$ cat config.mk
export PLATFORM = sky130hd
export DESIGN_NAME = mouse_packet_cursor_tracker_top
export DESIGN_NICKNAME = d
export VERILOG_FILES = /design/src/hdl/mpct_pkg.sv /design/src/hdl/mpct_cfg.sv /design/src/hdl/mpct_front.sv /design/src/hdl/mpct_fifo.sv /design/src/hdl/mpct_back.sv /design/src/hdl/mouse_packet_cursor_tracker_top.sv
export VERILOG_INCLUDE_DIRS = /design/src /design/src/hdl
export SDC_FILE = /design/constraint.sdc
export NUM_CORES = 1
export LEC_CHECK = 0
export BUFFER_PORTS_ARGS = -buffer_cell sky130_fd_sc_hd__buf_2
export CAP_MARGIN = 5
export CORE_UTILIZATION = 58
export DETAILED_ROUTE_END_ITERATION = 16
export PLACE_DENSITY = 0.81
export SLEW_MARGIN = 5
export SYNTH_ARGS = -nofsm -noshare
export SYNTH_HDL_FRONTEND = slang
export SYNTH_SLANG_ARGS = --single-unit
$ cat constraint.sdc
create_clock -name clk_i -period 7.2 [get_ports clk_i]
set_clock_uncertainty 0.15 [all_clocks]
set_input_delay 1.44 -clock clk_i [delete_from_list [all_inputs] [get_ports clk_i]]
set_output_delay 1.44 -clock clk_i [all_outputs]
set_load 0.005 [all_outputs]
$ cat src/hdl/mouse_packet_cursor_tracker_top_assert.svh
// Assertion macros shared by the cursor tracker modules.
// Expects clk_i and rst_ni in the scope of each use.
`ifndef MOUSE_PACKET_CURSOR_TRACKER_TOP_ASSERT_SVH
`define MOUSE_PACKET_CURSOR_TRACKER_TOP_ASSERT_SVH

// checked outside reset only
`define MPCT_ASSERT(lbl, prop, msg) \
  lbl: assert property (@(posedge clk_i) disable iff (!rst_ni) (prop)) else $error(msg);

// checked at every edge, reset included
`define MPCT_ASSERT_ALWAYS(lbl, prop, msg) \
  lbl: assert property (@(posedge clk_i) (prop)) else $error(msg);

`endif

$ cat src/hdl/mpct_pkg.sv
// Types, constants and codes for the mouse packet cursor tracker.
// No dependencies; every module of the block imports it.
package mpct_pkg;

  localparam int COORD_BITS = 12;
  localparam int CFG_BITS   = 12;
  localparam int OUT_BITS   = 12;
  // signed working width for position plus delta
  localparam int SUM_W = ((COORD_BITS > CFG_BITS) ? COORD_BITS : CFG_BITS) + 2;

  localparam logic [COORD_BITS-1:0] COORD_MAX = {COORD_BITS{1'b1}};
  localparam int POS_X_INIT = 512;
  localparam int POS_Y_INIT = 384;
  localparam logic [COORD_BITS-1:0] POS_X_RST =
      (POS_X_INIT > int'(COORD_MAX)) ? COORD_MAX : COORD_BITS'(POS_X_INIT);
  localparam logic [COORD_BITS-1:0] POS_Y_RST =
      (POS_Y_INIT > int'(COORD_MAX)) ? COORD_MAX : COORD_BITS'(POS_Y_INIT);

  localparam logic [CFG_BITS-1:0] WIDTH_RST  = CFG_BITS'(1024);
  localparam logic [CFG_BITS-1:0] HEIGHT_RST = CFG_BITS'(768);

  localparam logic [2:0] BUTTON_MASK = 3'h7;

  // register index, taken from paddr[2]
  localparam logic REG_WIDTH  = 1'b0;
  localparam logic REG_HEIGHT = 1'b1;

  localparam int Q_DEPTH = 2;
  localparam int Q_AW    = (Q_DEPTH > 1) ? $clog2(Q_DEPTH) : 1;
  localparam int Q_CW    = $clog2(Q_DEPTH + 1);

  typedef enum logic [1:0] {
    EV_MOVE = 2'd0,
    EV_DOWN = 2'd1,
    EV_UP   = 2'd2
  } event_kind_e;

  typedef enum logic [1:0] {
    BTN_NONE  = 2'd0,
    BTN_LEFT  = 2'd1,
    BTN_RIGHT = 2'd2
  } which_button_e;

  typedef struct packed {
    logic [2:0]        button_bits;
    logic signed [7:0] delta_x;
    logic signed [7:0] delta_y;
  } in_item_t;

  typedef struct packed {
    event_kind_e         event_kind;
    logic [OUT_BITS-1:0] cursor_x;
    logic [OUT_BITS-1:0] cursor_y;
    which_button_e       which_button;
    logic                last_of_run;
  } out_item_t;

  typedef struct packed {
    logic [CFG_BITS-1:0] screen_width;
    logic [CFG_BITS-1:0] screen_height;
  } cfg_t;

  // one decoded packet waiting for the result sequencer
  typedef struct packed {
    logic [COORD_BITS-1:0] pos_x;
    logic [COORD_BITS-1:0] pos_y;
    logic                  left_chg;
    logic                  left_now;
    logic                  right_chg;
    logic                  right_now;
  } job_t;

endpackage

$ cat src/hdl/mpct_cfg.sv
// APB register file holding the screen bounds.
// Depends on mpct_pkg.
module mpct_cfg import mpct_pkg::*; (
  input  logic        clk_i,
  input  logic        rst_ni,
  input  logic        psel,
  input  logic        penable,
  input  logic        pwrite,
  input  logic [2:0]  paddr,
  input  logic [31:0] pwdata,
  output logic [31:0] prdata,
  output logic        pready,
  output cfg_t        cfg_o
);

  cfg_t cfg_q, cfg_d;
  logic wr_en;

  assign pready = 1'b1;
  assign wr_en  = psel && penable && pwrite;

  always_comb begin
    cfg_d = cfg_q;
    if (wr_en) begin
      case (paddr[2])
        REG_WIDTH:  cfg_d.screen_width  = pwdata[CFG_BITS-1:0];
        REG_HEIGHT: cfg_d.screen_height = pwdata[CFG_BITS-1:0];
        default:    cfg_d = cfg_q;
      endcase
    end
  end

  always_ff @(posedge clk_i or negedge rst_ni) begin
    if (!rst_ni) begin
      cfg_q.screen_width  <= WIDTH_RST;
      cfg_q.screen_height <= HEIGHT_RST;
    end else begin
      cfg_q <= cfg_d;
    end
  end

  always_comb begin
    case (paddr[2])
      REG_WIDTH:  prdata = 32'(cfg_q.screen_width);
      REG_HEIGHT: prdata = 32'(cfg_q.screen_height);
      default:    prdata = '0;
    endcase
  end

  assign cfg_o = cfg_q;

endmodule

$ cat src/hdl/mpct_front.sv
// Front end: accepts packets, updates cursor and button state, queues a job.
// Depends on mpct_pkg.
module mpct_front import mpct_pkg::*; (
  input  logic     clk_i,
  input  logic     rst_ni,
  input  cfg_t     cfg_i,
  input  logic     in_valid_i,
  output logic     in_ready_o,
  input  in_item_t in_data_i,
  input  logic     q_full_i,
  output logic     push_o,
  output job_t     job_o
);

  logic [COORD_BITS-1:0] pos_x_q, pos_x_d, pos_y_q, pos_y_d;
  logic                  left_q, left_d, right_q, right_d;
  logic [2:0]            buttons;
  logic                  accept;

  function automatic logic [COORD_BITS-1:0] clamp(input logic signed [SUM_W-1:0] v,
                                                  input logic [CFG_BITS-1:0] bound);
    logic signed [SUM_W-1:0] hi;
    logic signed [SUM_W-1:0] r;
    hi = signed'(SUM_W'(bound));
    if (hi > signed'(SUM_W'(COORD_MAX))) hi = signed'(SUM_W'(COORD_MAX));
    r = v;
    if (r < 0) r = '0;
    if (r > hi) r = hi;
    return r[COORD_BITS-1:0];
  endfunction

  assign in_ready_o = !q_full_i;
  assign accept     = in_valid_i && in_ready_o;
  assign buttons    = in_data_i.button_bits & BUTTON_MASK;

  always_comb begin
    pos_x_d = clamp(signed'(SUM_W'(pos_x_q)) + SUM_W'(in_data_i.delta_x),
                    cfg_i.screen_width);
    pos_y_d = clamp(signed'(SUM_W'(pos_y_q)) - SUM_W'(in_data_i.delta_y),
                    cfg_i.screen_height);
    left_d  = buttons[0];
    right_d = buttons[1];
  end

  always_comb begin
    job_o.pos_x     = pos_x_d;
    job_o.pos_y     = pos_y_d;
    job_o.left_chg  = left_d != left_q;
    job_o.left_now  = left_d;
    job_o.right_chg = right_d != right_q;
    job_o.right_now = right_d;
  end

  assign push_o = accept;

  always_ff @(posedge clk_i or negedge rst_ni) begin
    if (!rst_ni) begin
      pos_x_q <= POS_X_RST;
      pos_y_q <= POS_Y_RST;
      left_q  <= 1'b0;
      right_q <= 1'b0;
    end else if (accept) begin
      pos_x_q <= pos_x_d;
      pos_y_q <= pos_y_d;
      left_q  <= left_d;
      right_q <= right_d;
    end
  end

endmodule

$ cat src/hdl/mpct_fifo.sv
// Short job queue between the packet front end and the result sequencer.
// Depends on mpct_pkg and the assertion macro header.
`include "mouse_packet_cursor_tracker_top_assert.svh"

module mpct_fifo import mpct_pkg::*; (
  input  logic clk_i,
  input  logic rst_ni,
  input  logic push_i,
  input  job_t wdata_i,
  input  logic pop_i,
  output job_t rdata_o,
  output logic full_o,
  output logic empty_o
);

  job_t            mem_q [Q_DEPTH];
  logic [Q_AW-1:0] wptr_q, rptr_q;
  logic [Q_CW-1:0] count_q;

  function automatic logic [Q_AW-1:0] next_ptr(input logic [Q_AW-1:0] p);
    return (p == Q_AW'(Q_DEPTH - 1)) ? '0 : p + 1'b1;
  endfunction

  assign full_o  = count_q == Q_CW'(Q_DEPTH);
  assign empty_o = count_q == '0;
  assign rdata_o = mem_q[rptr_q];

  always_ff @(posedge clk_i) begin
    if (push_i) mem_q[wptr_q] <= wdata_i;
  end

  always_ff @(posedge clk_i or negedge rst_ni) begin
    if (!rst_ni) begin
      wptr_q  <= '0;
      rptr_q  <= '0;
      count_q <= '0;
    end else begin
      if (push_i) wptr_q <= next_ptr(wptr_q);
      if (pop_i)  rptr_q <= next_ptr(rptr_q);
      case ({push_i, pop_i})
        2'b10:   count_q <= count_q + 1'b1;
        2'b01:   count_q <= count_q - 1'b1;
        default: count_q <= count_q;
      endcase
    end
  end

  `MPCT_ASSERT(a_no_push_full, push_i |-> !full_o, "push into full job queue")
  `MPCT_ASSERT(a_no_pop_empty, pop_i |-> !empty_o, "pop from empty job queue")
  `MPCT_ASSERT_ALWAYS(a_count_bound, count_q <= Q_CW'(Q_DEPTH), "job count overflow")

endmodule

$ cat src/hdl/mpct_back.sv
// Result sequencer: turns each queued job into a move result and up to two
// button results, one per cycle unless stalled, into an output register.
// Depends on mpct_pkg and the assertion macro header.
`include "mouse_packet_cursor_tracker_top_assert.svh"

module mpct_back import mpct_pkg::*; (
  input  logic      clk_i,
  input  logic      rst_ni,
  input  logic      q_empty_i,
  input  job_t      q_head_i,
  output logic      pop_o,
  output logic      out_valid_o,
  input  logic      out_ready_i,
  output out_item_t out_data_o
);

  typedef enum logic [2:0] {
    PH_MOVE  = 3'b001,
    PH_LEFT  = 3'b010,
    PH_RIGHT = 3'b100
  } phase_e;

  phase_e    phase_q, phase_d;
  out_item_t out_q, res;
  logic      out_valid_q;
  logic      load;

  assign load = !q_empty_i && (!out_valid_q || out_ready_i);

  always_comb begin
    res.cursor_x     = OUT_BITS'(q_head_i.pos_x);
    res.cursor_y     = OUT_BITS'(q_head_i.pos_y);
    res.event_kind   = EV_MOVE;
    res.which_button = BTN_NONE;
    res.last_of_run  = 1'b1;
    phase_d          = PH_MOVE;
    case (phase_q)
      PH_MOVE: begin
        res.last_of_run = !q_head_i.left_chg && !q_head_i.right_chg;
        if (q_head_i.left_chg)       phase_d = PH_LEFT;
        else if (q_head_i.right_chg) phase_d = PH_RIGHT;
      end
      PH_LEFT: begin
        res.event_kind   = q_head_i.left_now ? EV_DOWN : EV_UP;
        res.which_button = BTN_LEFT;
        res.last_of_run  = !q_head_i.right_chg;
        if (q_head_i.right_chg) phase_d = PH_RIGHT;
      end
      PH_RIGHT: begin
        res.event_kind   = q_head_i.right_now ? EV_DOWN : EV_UP;
        res.which_button = BTN_RIGHT;
      end
      default: phase_d = PH_MOVE;
    endcase
  end

  assign pop_o = load && res.last_of_run;

  always_ff @(posedge clk_i or negedge rst_ni) begin
    if (!rst_ni) begin
      phase_q     <= PH_MOVE;
      out_valid_q <= 1'b0;
    end else begin
      if (load) begin
        phase_q     <= phase_d;
        out_valid_q <= 1'b1;
      end else if (out_ready_i) begin
        out_valid_q <= 1'b0;
      end
    end
  end

  always_ff @(posedge clk_i) begin
    if (load) out_q <= res;
  end

  assign out_valid_o = out_valid_q;
  assign out_data_o  = out_q;

  // a move that is not last must be followed by a button result of the same job
  `MPCT_ASSERT(a_move_then_button,
    (load && res.event_kind == EV_MOVE && !res.last_of_run) |=> (phase_q != PH_MOVE),
    "button result missing after move")

endmodule

$ cat src/hdl/mouse_packet_cursor_tracker_top.sv
// Mouse packet cursor tracker, top level.
// Depends on mpct_pkg, mpct_cfg, mpct_front, mpct_fifo, mpct_back.
//
// Each accepted packet moves the cursor by (dx, -dy), clamped to 0..screen
// bound, and yields a move result followed by a down/up result for the left
// and then the right button when that button changed. A packet is taken
// into a two-entry job queue whenever the queue has room, also while
// results are still pending; the result sequencer then issues one result
// per cycle while out_ready_i is high, so a packet yields 1 to 3 results
// (1 plus the number of changed buttons). Result fields are registered.
// There is no clearing pass after reset.
`include "mouse_packet_cursor_tracker_top_assert.svh"

module mouse_packet_cursor_tracker_top import mpct_pkg::*; (
  input  logic        clk_i,
  input  logic        rst_ni,
  input  logic        psel,
  input  logic        penable,
  input  logic        pwrite,
  input  logic [2:0]  paddr,
  input  logic [31:0] pwdata,
  output logic [31:0] prdata,
  output logic        pready,
  input  logic        in_valid_i,
  output logic        in_ready_o,
  input  in_item_t    in_data_i,
  output logic        out_valid_o,
  input  logic        out_ready_i,
  output out_item_t   out_data_o
);

  cfg_t cfg;
  job_t push_job, head_job;
  logic push, pop, q_full, q_empty;

  mpct_cfg u_cfg (
    .clk_i   (clk_i),
    .rst_ni  (rst_ni),
    .psel    (psel),
    .penable (penable),
    .pwrite  (pwrite),
    .paddr   (paddr),
    .pwdata  (pwdata),
    .prdata  (prdata),
    .pready  (pready),
    .cfg_o   (cfg)
  );

  mpct_front u_front (
    .clk_i      (clk_i),
    .rst_ni     (rst_ni),
    .cfg_i      (cfg),
    .in_valid_i (in_valid_i),
    .in_ready_o (in_ready_o),
    .in_data_i  (in_data_i),
    .q_full_i   (q_full),
    .push_o     (push),
    .job_o      (push_job)
  );

  mpct_fifo u_fifo (
    .clk_i   (clk_i),
    .rst_ni  (rst_ni),
    .push_i  (push),
    .wdata_i (push_job),
    .pop_i   (pop),
    .rdata_o (head_job),
    .full_o  (q_full),
    .empty_o (q_empty)
  );

  mpct_back u_back (
    .clk_i       (clk_i),
    .rst_ni      (rst_ni),
    .q_empty_i   (q_empty),
    .q_head_i    (head_job),
    .pop_o       (pop),
    .out_valid_o (out_valid_o),
    .out_ready_i (out_ready_i),
    .out_data_o  (out_data_o)
  );

  `MPCT_ASSERT(a_accept_queued, (in_valid_i && in_ready_o) |=> !q_empty,
    "accepted packet not queued")

endmodule
* Yosys cells after proc, flatten, opt, wreduce, memory -nomap -nowiden *
Memories as Yosys holds them, arrays and structs flattened.
Cells that the tools add are included.

word-level totals
  output and inout port bits = 64
  register bits after elaboration = 87
  RAM bits = 56
  memories = 1
  bits of input ports = 61

cells by class
  add/sub/neg operators = 6
  mux-type cells = 20
  bitwise operators = 1
  reductions and logical operators = 17
  equality and inequality tests = 8
  $lt $le $gt $ge = 4

memory list
  name          words  width  rd ports  clocked after Yosys merged registers in  write ports  RTL line         text
  u_fifo.mem_q  2      28     1         0                                        1            mpct_fifo.sv:16  job_t mem_q [Q_DEPTH];

operator list
  kind                                                                           number
  32-bit case mux with 2 select lines                                            1
  14-bit by 13-bit greater-than comparator with 1-bit output                     2
  14-bit by 1-bit less-than comparator with 1-bit output, second input constant  2
  14-bit two-way mux                                                             2
  12-bit two-way mux                                                             2
  13-bit by 8-bit adder with 14-bit output                                       1
  13-bit by 8-bit subtractor with 14-bit output                                  1
  2-bit case mux with 2 select lines                                             3
  1-bit logical AND                                                              6
  1-bit two-way mux                                                              6
  3-bit two-way mux                                                              2
  3-bit case mux with 2 select lines                                             1
  1-bit zero test                                                                5
  2-bit == test, second input constant                                           2
  2-bit two-way mux                                                              2
  2-bit AND reduction                                                            2
  2-bit nonzero test                                                             2
  3-bit by 1-bit == test with 1-bit output, second input constant                1
  3-bit by 2-bit == test with 1-bit output, second input constant                1
  3-bit == test, second input constant                                           1
  1-bit adder, second input constant                                             2
  2-bit by 1-bit adder with 2-bit output, second input constant                  1
  2-bit by 1-bit == test with 1-bit output, second input constant                1
  2-bit zero test                                                                1
  5 further kinds                                                                6

* Depth between registers and ports, before layout *
Gate-level depths: netlist of the first run.
An unclocked memory read counts as a cell.

  depth in word-level cells = 7
  mapped depth = 19

* Cells and area by module *
From an unflattened synthesis of the first run, not the netlist that was laid out.

second synthesis, totals
  cell total of the unflattened synthesis = 733
  area total of the unflattened synthesis = 8,356.8 um2

modules (own cells, without submodules)
  module      times used  cells each  area an instance (um2)
  mpct_front  1           484         3,677.3
  mpct_fifo   1           103         2,252.2
  mpct_cfg    1           88          1,276.2
  mpct_back   1           58          1,151.1

* Worst setup path before layout of the first run *
Ideal clock, no wire load.

  path kind = input to register
  from = input port in_data_i[7] (netlist name)
  to = memory u_fifo.mem_q[0][10] (netlist name), data pin
  cell stages on the path = 19
  arrival time = 5.013 ns
  path buffers = 3
  path slack = 1.773 ns
  required time = 6.786 ns
  cells stage by stage = inv_1 > ha_1 > buf_2 > a21oi_2 > o21ai_0 > or2_2 > mux2i_1 > or2_2 > buf_4 > and2_1 > ha_1 > and3_1 > o21ai_0 > a31oi_1 > o2111a_1 > or2_2 > clkbuf_1 > o21ai_0 > nand2_1

RTL lines
  element             RTL line                               text
  start: declaration  mouse_packet_cursor_tracker_top.sv:26  input in_item_t in_data_i,
  end: declaration    mpct_fifo.sv:16

==> results.json, run 1 <==
{
  "routabilityCongestion": 0.9198,
  "h-tree-depth": 4,
  "r2r_cells": 15,
  "wirelength_um": 17650,
  "setup_viol": 0,
  "cts_resized": 0,
  "critical_path_buf_inv_count": 2,
  "cts.path.max_buffers": 2,
  "die_h_um": 121.4,
  "n_fill_cell": 1023,
  "route.detailed.drc": 0,
  "cts_sinks": 143,
  "gr-total-overflow": 0,
  "synth_area_mm2": 0.008267,
  "cts_tree": "yes",
  "synth_seq_area_share_pct": 48.54,
  "synth_common_cells": "85 x edfxtp_1, 59 x nand2_1, 51 x dfrtp_1, 51 x ha_1, 50 x mux2_2",
  "grt_pass1_vias": 5553,
  "clk_latency_ns": 0.43,
  "p_total_mw": 4.795,
  "critPathMaxStageDelay_ns": 0.63,
  "yosys_warnings": 0,
  "arrival_ns": 5.89,
  "grt_pass1_wl_um": 27960,
  "cts_setup_buffers": 0,
  "r2r_end": "u_fifo.mem_q[1][6]",
  "yosys_register_bits": 143,
  "slew_violations": 0,
  "yosysMostFrequentCell": "edfxtp_1",
  "synth.distinct_cells": 70,
  "slew_headroom_pct": 21.63,
  "drt_iter0_drc": 481,
  "synth_top_area_share_pct": 30.88,
  "max_clock_freq_ghz": 0.1729,
  "synth_area_per_cell_um2": 11.32,
  "peakVddDrop_mv": 0.3453,
  "ys_async_sr_fraction_pct": 40.56,
  "min_period_over_period_pct": 80.35,
  "worstPathRequired_ns": 7.30,
  "num_rows": 43,
  "status": "completed",
  "antenna_cells": 0,
  "cpLargestDelayFamily": "simple AND/OR/NAND/NOR gates",
  "hold_end": "u_front.left_q",
  "dr.pass1.iters": 5,
  "maxCapViolCount": 0,
  "die_w_um": 121.4,
  "p_leak_nw": 4.010,
  "antenna_found_initial": 0,
  "viasPerCell": 5.902,
  "area_delta_synth_final_pct": 12.32,
  "fin_setup_tns_ns": 0,
  "port_buffers": 80,
  "worst_path_max_delay_cell": "nor2_1",
  "synth_top_cell_by_area": "edfxtp_1",
  "worst_pin_slew_ns": 1.174,
  "cp-end-kind": "flip-flop",
  "worstHoldStart": "u_front.left_q",
  "cp_max_fo": 14,
  "grt_setup_unrepaired": "false",
  "hold_depth": 2,
  "synth_cells": 730,
  "die_area_mm2": 0.01473,
  "track_usage_pct": 25.27,
  "path_cells": "buf_2, inv_1, ha_1, a21oi_2, o21ai_0, or2_2, mux2i_1, or2_2, and2_1, ha_1, and3_1, o21ai_0, a31oi_1, o2111a_1, nor2_1, nand3_1, nand2_1",
  "root_buffer": "clkbuf_16",
  "grt_max_degree": 59,
  "place_hpwl_um": 12650,
  "cts_hold_buffers": 0,
  "final_layout_size_suffix_gt1_share_pct": 26.46,
  "crit_path_start_kind": "primary input",
  "timing.rr.start": "u_front.pos_y_q[1]",
  "io_pins": 125,
  "wl_per_cell_um": 17.65,
  "synthTopCellsByArea": "edfxtp_1 31%, dfrtp_1 15%, ha_1 7.7%, mux2_2 6.8%, mux2_4 3.3%",
  "min_path_type": "reg2reg",
  "cts.clk_slew.worst_paths_ns": 0.06,
  "seq_area_mm2": 0.004013,
  "start_util_pct": 59.55,
  "fin_crit_ns": 5.785,
  "ys.flop_type": "edfxtp_1",
  "finalHoldViolCount": 0,
  "coreArea_mm2": 0.01388,
  "path_class": "in2reg",
  "synth_edf_count": 85,
  "pwr_density_cell_mw_per_mm2": 516.4,
  "antenna_left": 0,
  "fin_nets": 921,
  "cts_buffers": 17,
  "r2r_slack_ns": 2.29,
  "multiInputGateArea_mm2": 0.003865,
  "vias": 5902
}
==> worst reg2reg max path: stages, from the launching register on <==
cell and delay (ns):
dfrtp_1 0.42, ha_1 0.28, nor2b_1 0.15, o31ai_1 0.54, a21boi_2 0.19, mux2i_1 0.45
or2_2 0.35, and2_1 0.17, ha_1 0.25, and3_1 0.18, o21ai_0 0.16, a31oi_1 0.11
o2111a_1 0.26, nor2_1 0.63, nand3_1 0.22, nand2_1 0.21
==> cells in the final DEF (no fill, tap or decap), types with 3 or more instances in the layout <==
master	count
nor3_1	10
o2111ai_1	3
o211ai_1	8
o21ai_1	6
dfrtp_1	51
nand2_1	59
or2_2	3
edfxtp_1	85
and2_1	10
mux2i_1	9
buf_4	7
ha_1	51
a21oi_2	4
dfstp_2	7
mux2_4	18
clkinv_4	3
o31ai_1	4
nand2b_1	11
mux2_2	50
nand4_1	13
and3_1	3
clkinvlp_4	3
clkbuf_16	17
nor2_1	44
o21ai_0	33
xnor2_1	8
conb_1	21
a211oi_1	4
o21bai_1	4
xor2_1	9
a31oi_1	17
a21oi_1	22
nand3_1	20
nor2b_1	5
inv_1	46
o21a_1	12
buf_2	80
or3_1	5
a21o_1	5
==> per-stage QoR <==
| step | setup WS, ns | std cells | instance area, um2 | utilization, % | hold slack (ns) |
|---|---|---|---|---|---|
| after CTS | 1.525 | 1000 | 9285 | 66.89 | 0.3576 |
| after detailed placement | 1.089 | 968 | 8728 | 62.88 | 0.3467 |
| after global placement | 1.159 | 968 | 8728 | 62.88 | 0.3209 |
| after global routing | 1.164 | 1000 | 9285 | 66.89 | 0.3782 |
| final | 1.415 | 1000 | 9285 | 66.89 | 0.3518 |
| after floorplan | 1.773 | 749 | 8338 | - | 0.3108 |
==> final cells by class <==
| cell class | count | share of cell area (%) |
|---|---|---|
| Clock buffer | 20 | 4.811 |
| Clock inverter | 12 | 1.186 |
| Inverter | 46 | 1.860 |
| Sequential cell | 143 | 43.22 |
| Tap cell | 180 | 2.426 |
| Timing Repair Buffer | 87 | 4.878 |
| Multi-Input combinational cell | 512 | 41.63 |
==> registers in the layout, summed over array words and instances, names as in the netlist <==
name,count
u_front.pos_x_q,12
u_cfg.cfg_o,24
u_fifo.count_q,2
u_fifo.mem_q,56
u_fifo.wptr_q,1
u_fifo.rptr_q,1
u_back.out_data_o,29
u_front.right_q,1
u_front.left_q,1
u_back.out_valid_o,1
u_back.phase_q,3
u_front.pos_y_q,12
==> cells by family after synthesis <==
logic type | count (synthesis) | synth area share, %
xor+xnor | 18 | 1.998
mux | 77 | 11.17
fa+ha+maj | 53 | 8.203
flops | 143 | 48.54
other cells | 2 | 0.09085
buf+inv | 94 | 5.600
simple gates | 196 | 11.72
compound gates | 147 | 12.68
==> metal layers <==
metal  track usage (%)  wire, um  up-vias
li1                  -         -     2784
met1             34.02      7786     2823
met2             39.77      8300      252
met3             5.733      1153       43
met4             9.568       413        0
met5                 0         0        -
==> worst max-delay path by stage <==
stage / to / depth (start not counted) / from / slack (ns)
final: u_fifo.mem_q[1][6] / 17 / in_data_i[7] / 1.41
after global placement: u_fifo.mem_q[0][9] / 17 / in_data_i[7] / 1.16
after global routing: u_fifo.mem_q[0][10] / 17 / in_data_i[7] / 1.16
after CTS: u_fifo.mem_q[1][9] / 17 / in_data_i[7] / 1.52
after detailed placement: u_fifo.mem_q[1][9] / 17 / in_data_i[7] / 1.09
after floorplan: u_fifo.mem_q[0][10] / 19 / in_data_i[7] / 1.77
==> where the power goes <==
group	switching [mW]	internal [mW]
logic	1.40	0.999
clock network	0.348	0.485
registers	0.162	1.41
No activity file was read; power rests on OpenSTA's default activity.
==> run 2, diff against run 1 <==
Settings changed: ABC_AREA from default to 1.
Clock period 7.2 ns to 5.71 ns, I/O delays scaled along.
==> run 2 against run 1 <==
  * Critical path depth is 7 higher
  * Die area decreased by 1.9%
  * Sequential power grew 29%
  * Critical path type unchanged
  * Critical endpoint is now u_fifo.mem_q[1][12]
  * Largest power group unchanged
==> results.json, run 2 <==
{
  "cts_buffers": 17,
  "dp_slack_ns": 0.5697,
  "synth_edf_count": 85,
  "yosys_register_bits": 143,
  "multiInputGateArea_mm2": 0.003435,
  "min_period_over_period_pct": 82.93,
  "coreArea_mm2": 0.01345,
  "wl_per_cell_um": 14.75,
  "antenna_cells": 0,
  "arrival_ns": 4.75,
  "design_area_mm2": 0.009168,
  "drt_iter0_drc": 410,
  "num_rows": 42,
  "clk_latency_ns": 0.43,
  "worst_slack_ns": 0.9750,
  "die_w_um": 120.2,
  "final_common_cell": "nand2_1",
  "cts_hold_buffers": 0,
  "grt_setup_unrepaired": "false",
  "port_buffers": 80,
  "fin_nets": 1110,
  "setup_viol": 0,
  "status": "completed",
  "n_fill_cell": 1040,
  "pwr_density_cell_mw_per_mm2": 646.9,
  "h-tree-depth": 4,
  "synth_seq_area_share_pct": 49.51,
  "synthMuxAreaShare_pct": 0.3705,
  "slew_headroom_pct": 31.57,
  "yosys_warnings": 0,
  "synthTopCellsByArea": "edfxtp_1 31%, dfrtp_1 16%, nand2_1 12%, ha_1 7.9%, inv_1 5.3%",
  "place_hpwl_um": 12310,
  "synth_common_cells": "253 x nand2_1, 115 x inv_1, 85 x edfxtp_1",
  "yosysMostFrequentCell": "nand2_1",
  "hold_ws_ns": 0.3317,
  "largest_reg_flops": 56,
  "cts.clk_slew.worst_paths_ns": 0.06,
  "final_util_pct": 68.15,
  "dr.pass1.iters": 5,
  "cts.path.max_buffers": 2,
  "worstPathRequired_ns": 5.72,
  "synth_top_area_share_pct": 31.50,
  "die_area_mm2": 0.01445,
  "area_delta_synth_final_pct": 13.12,
  "seq_area_mm2": 0.004013,
  "ys.flop_type": "edfxtp_1",
  "finalHoldViolCount": 0,
  "layout_common_cells": "253 x nand2_1, 115 x inv_1, 85 x edfxtp_1",
  "cts_sinks": 143,
  "gr-total-overflow": 0,
  "wirelength_um": 17480,
  "fin_crit_ns": 4.735,
  "synth_top_cell_by_area": "edfxtp_1",
  "cts_setup_buffers": 0,
  "antenna_left": 0,
  "yosys.area_share.simple_pct": 23.95,
  "dpl.cell_count": 1153,
  "crit_path_start_kind": "primary input",
  "grt_pass1_vias": 5929,
  "routabilityCongestion": 0.9044,
  "cts_resized": 0,
  "fin_setup_tns_ns": 0,
  "maxCapViolCount": 0,
  "cts_tree": "yes",
  "synth_xor_area_share_pct": 2.161,
  "route.detailed.drc": 0,
  "synth_fa_ha_area_share_pct": 8.368,
  "synth_area_per_cell_um2": 8.867,
  "final_layout_size_suffix_gt1_share_pct": 18.14,
  "p_total_mw": 5.931,
  "postPlaceCellArea_mm2": 0.008586,
  "vias": 6232,
  "cp-end-kind": "flip-flop",
  "slew_violations": 0,
  "ys_async_sr_fraction_pct": 40.56,
  "grt_pass1_wl_um": 28550,
  "io_pins": 125,
  "synth.distinct_cells": 45,
  "viasPerCell": 5.259,
  "synth_cells": 914,
  "synth_top_family_by_area": "simple AND/OR/NAND/NOR gates",
  "start_util_pct": 60.24,
  "antenna_found_initial": 0,
  "synth_area_mm2": 0.008104,
  "worst_pin_slew_ns": 1.026,
  "p_leak_nw": 4.596,
  "synth-compound-area-share_pct": 6.500,
  "die_h_um": 120.2,
  "max_clock_freq_ghz": 0.2112,
  "largest-register": "u_fifo.mem_q",
  "path_class": "in2reg",
  "grt_max_degree": 59,
  "min_path_type": "reg2reg",
  "track_usage_pct": 26.03,
  "root_buffer": "clkbuf_16",
  "cp_max_fo": 13,
  "peakVddDrop_mv": 0.2954,
  "stdcell_count": 1185
}
run 2: cell types whose count changed after synthesis, sizes merged, moves of 8 or more:
cell    previous run  this run
mux2              68         0
buf               37        29
and2              11        25
o211ai            10         1
a31oi             18         4
nand2b            11         0
o21a              12         1
o21ai             39        50
nand3             20        64
inv               46       120
nand2             59       280
run 2: cell type report:
class | count | share of cell area, %
flip-flops and latches | 143 | 43.77
multi-input cells | 624 | 37.46
repair buffers | 88 | 5.023
inverters | 122 | 4.995
clock buffers | 19 | 4.831
well taps | 176 | 2.402
clock inverters | 13 | 1.515
run 2: metal layers:
metal  GRT usage [%]  vias to the layer above  routed length (um)
met5               0                        -                   0
met2           41.74                      195                8240
met1           34.64                     2925                7870
li1                -                     3083                   -
met4           10.70                        0                 369
met3           5.236                       29                 996
run 2: power by group:
| group | internal [mW] | switching [mW] | total, mW |
|---|---|---|---|
| logic | 1.00 | 1.82 | 2.83 |
| clock network | 0.654 | 0.431 | 1.09 |
| registers | 1.81 | 0.204 | 2.02 |
run 2: cells by family (layout without fill, tap and decap cells):
logic type / count (synthesis) / count (layout)
fa+ha+maj: 53 / 53
mux: 3 / 3
buf+inv: 166 / 242
flops: 143 / 143
other cells: 2 / 21
compound gates: 93 / 93
simple gates: 434 / 434
xor+xnor: 20 / 20
run 2: final timing paths:
check | startpoint | to | slack [ns] | cells after the start
hold / removal | u_front.pos_y_q[7] | u_front.pos_y_q[7] | 0.33 | 2
setup reg to reg | u_front.pos_x_q[9] | u_fifo.mem_q[0][24] | 1.47 | 22
setup / recovery | in_data_i[7] | u_fifo.mem_q[1][12] | 0.97 | 24
hold reg to reg | u_front.pos_y_q[7] | u_front.pos_y_q[7] | 0.33 | 2
max in group asynchronous | rst_ni | u_front.pos_x_q[2] | 4.15 | 2
min in group asynchronous | rst_ni | u_back.phase_q[2] | 0.72 | 2
run 2: critical path, stage by stage:
cell and delay [ns]:
buf_2 0.10, inv_1 0.12, ha_1 0.39, nand2_1 0.08
nor2_2 0.15, inv_2 0.04, nor2_1 0.09, nand2_1 0.08
nand2_1 0.07, nand2_1 0.06, nand2_1 0.18, inv_2 0.12
or2_2 0.33, inv_1 0.06, ha_1 0.23, a21oi_1 0.16
nor2_1 0.06, a211oi_1 0.27, o211ai_2 0.12, inv_2 0.06
nand2_2 0.17, nand2_2 0.35, nand2_2 0.08, and2_1 0.20
==> run 3, diff against run 2 <==
Settings changed: ABC_AREA 1 to 0, CORE_UTILIZATION 58 to 52, PLACE_DENSITY 0.81 to 0.77.
Clock period 5.71 ns to 3.9 ns, I/O delays scaled along.
==> run 3 against run 2 <==
  * The run now ends with negative setup slack left
  * Register-to-register slack worse by 1.9 ns
  * Clock-buffer cell count fell by 2
  * Sequential share of layout area shrank 7.9 points
  * Clock power increased by 52%
  * Flip-flop and latch count unchanged
  * Largest cell class is now multi-input gates
==> results.json, run 3 (synthesis results as in run 1) <==
{
  "status": "finished, violations left",
  "violations": "negative setup slack",
  "cpLargestDelayFamily": "compound AO/OA/AOI/OAI gates",
  "slew_headroom_pct": 51.97,
  "seqPwrFrac_pct": 26.2,
  "area_delta_synth_final_pct": 35.36,
  "worstPathRequired_ns": 3.90,
  "cts.clk_slew.worst_paths_ns": 0.07,
  "worst_pin_slew_ns": 0.7205,
  "power.internal_mw": 6.831,
  "start_util_pct": 53.78,
  "max_clock_freq_ghz": 0.2329,
  "wl_per_cell_um": 19.53,
  "route.detailed.drc": 0,
  "setup_viol": 70,
  "path_cells": "inv_1, ha_2, inv_2, fa_2, a211oi_2, o211ai_1, a31o_2, a21oi_2, xnor2_1, and2_4, ha_4, nand4_1, or3_4, o2111a_2, or2_4, o21ai_0, nand2_1",
  "cts_sinks": 143,
  "finalHoldViolCount": 0,
  "io_pins": 125,
  "largest_reg_flops": 56,
  "hold_ws_ns": 0.1845,
  "gr-total-overflow": 0,
  "power_frac_comb_pct": 59.3,
  "dr.pass1.iters": 5,
  "grt_pass1_vias": 6543,
  "dpl.cell_count": 1092,
  "dp_slack_ns": -0.9003,
  "r2r_slack_ns": -0.39,
  "fin_crit_ns": 4.293,
  "p_total_mw": 11.45,
  "antenna_cells": 0,
  "grt_setup_unrepaired": "true",
  "stdcell_count": 1152,
  "critPathMaxStageDelay_ns": 0.42,
  "h-tree-depth": 4,
  "port_buffers": 80,
  "cts_tree": "yes",
  "slew_violations": 0,
  "switching_share_pct": 40.32,
  "drt_iter0_drc": 573,
  "layout_common_cells": "114 x buf_4, 85 x edfxtp_1, 77 x buf_2",
  "min_period_over_period_pct": 110.1,
  "die_area_mm2": 0.01641,
  "antenna_left": 0,
  "worst_slack_ns": -0.3928,
  "maxCapViolCount": 0,
  "root_buffer": "clkbuf_16",
  "min_path_type": "in2async",
  "die_h_um": 128.1,
  "grt_max_degree": 41,
  "clockPowerShare_pct": 14.5,
  "arrival_ns": 4.30,
  "final_layout_size_suffix_gt1_share_pct": 46.01,
  "viasPerCell": 5.798,
  "grt_pass1_wl_um": 33820,
  "vias": 6679,
  "p_leak_nw": 4.764,
  "num_rows": 45,
  "track_usage_pct": 27.24,
  "critical_path_buf_inv_count": 2,
  "worst_path_max_delay_cell": "or3_4",
  "largest-register": "u_fifo.mem_q",
  "die_w_um": 128.1,
  "final_common_cell": "buf_4",
  "wirelength_um": 22500,
  "pwr_density_cell_mw_per_mm2": 1023,
  "p_switching_mw": 4.616,
  "routabilityCongestion": 0.9623,
  "clk_latency_ns": 0.42,
  "cts_buffers": 17,
  "path_class": "reg2reg",
  "peakVddDrop_mv": 0.5412,
  "cts.path.max_buffers": 2,
  "cp_max_fo": 6,
  "antenna_found_initial": 0,
  "crit_path_start_kind": "flip-flop",
  "place_hpwl_um": 15100,
  "cts_hold_buffers": 0,
  "coreArea_mm2": 0.01537,
  "cp-end-kind": "flip-flop",
  "fin_nets": 1042
}
## run 3: final timing paths
kind / depth (start not counted) / end / from
max in group asynchronous: 2 / u_cfg.cfg_o[8] / rst_ni
min in group clk_i: 2 / u_front.right_q / u_front.right_q
setup reg to reg: 17 / u_fifo.mem_q[1][4] / u_front.pos_y_q[0]
setup / recovery: 17 / u_fifo.mem_q[1][4] / u_front.pos_y_q[0]
hold reg to reg: 2 / u_front.right_q / u_front.right_q
hold / removal: 1 / u_back.out_valid_o / rst_ni
## run 3: cell type report
| class | instances | area [um2] |
|---|---|---|
| Fill cell | 974 | 4182 |
| Inverter | 46 | 176.4 |
| Multi-Input combinational cell | 514 | 4672 |
| Sequential cell | 143 | 4013 |
| Clock inverter | 15 | 190.2 |
| Tap cell | 211 | 264.0 |
| Clock buffer | 17 | 425.4 |
| Timing Repair Buffer | 206 | 1449 |
## run 3: through the flow
step / cell area [um2] / util (%) / TNS (ns)
6_report: 11190 / 72.80 / -14.17
5_1_grt: 11190 / 72.80 / -21.99
4_1_cts: 10820 / 70.39 / -6.993
3_5_place_dp: 9813 / 63.84 / -46.02
3_3_place_gp: 9813 / 63.84 / -39.31
2_1_floorplan: 8710 / - / -20.49
## run 3: what timing repair did
action,in CTS,in global routing
resized for setup,45,63
pin swaps,40,51
hold endpoints to repair,0,0
setup buffers,14,10
gates cloned,5,0
setup endpoints to repair,70,72
## run 3: per-layer routing
metal  vias up  share of wire, %  GRT usage, %
li1       3023                 -             -
met1      3260                41         35.27
met2       328                49         45.20
met3        68               6.5         5.092
met4         0               3.1         10.93
met5         -                 0             0
## run 3: power by group through the flow
stage | registers (mW) | logic [mW] | clock network (mW)
2_1_floorplan | 2.86 | 3.64 | 0
3_3_place_gp | 2.95 | 5.16 | 0
3_5_place_dp | 2.99 | 5.37 | 0
4_1_cts | 2.98 | 5.97 | 1.68
5_1_grt | 3.05 | 7.23 | 1.74
6_report | 3.00 | 6.79 | 1.66
## run 3: worst register-to-register path, cell delays in order, from the launching register on
cell      delay, ns
dfrtp_1        0.40
inv_1          0.08
ha_2           0.20
inv_2          0.05
fa_2           0.39
a211oi_2       0.28
o211ai_1       0.16
a31o_2         0.23
a21oi_2        0.14
xnor2_1        0.12
and2_4         0.17
ha_4           0.26
nand4_1        0.09
or3_4          0.42
o2111a_2       0.19
or2_4          0.29
o21ai_0        0.29
nand2_1        0.13
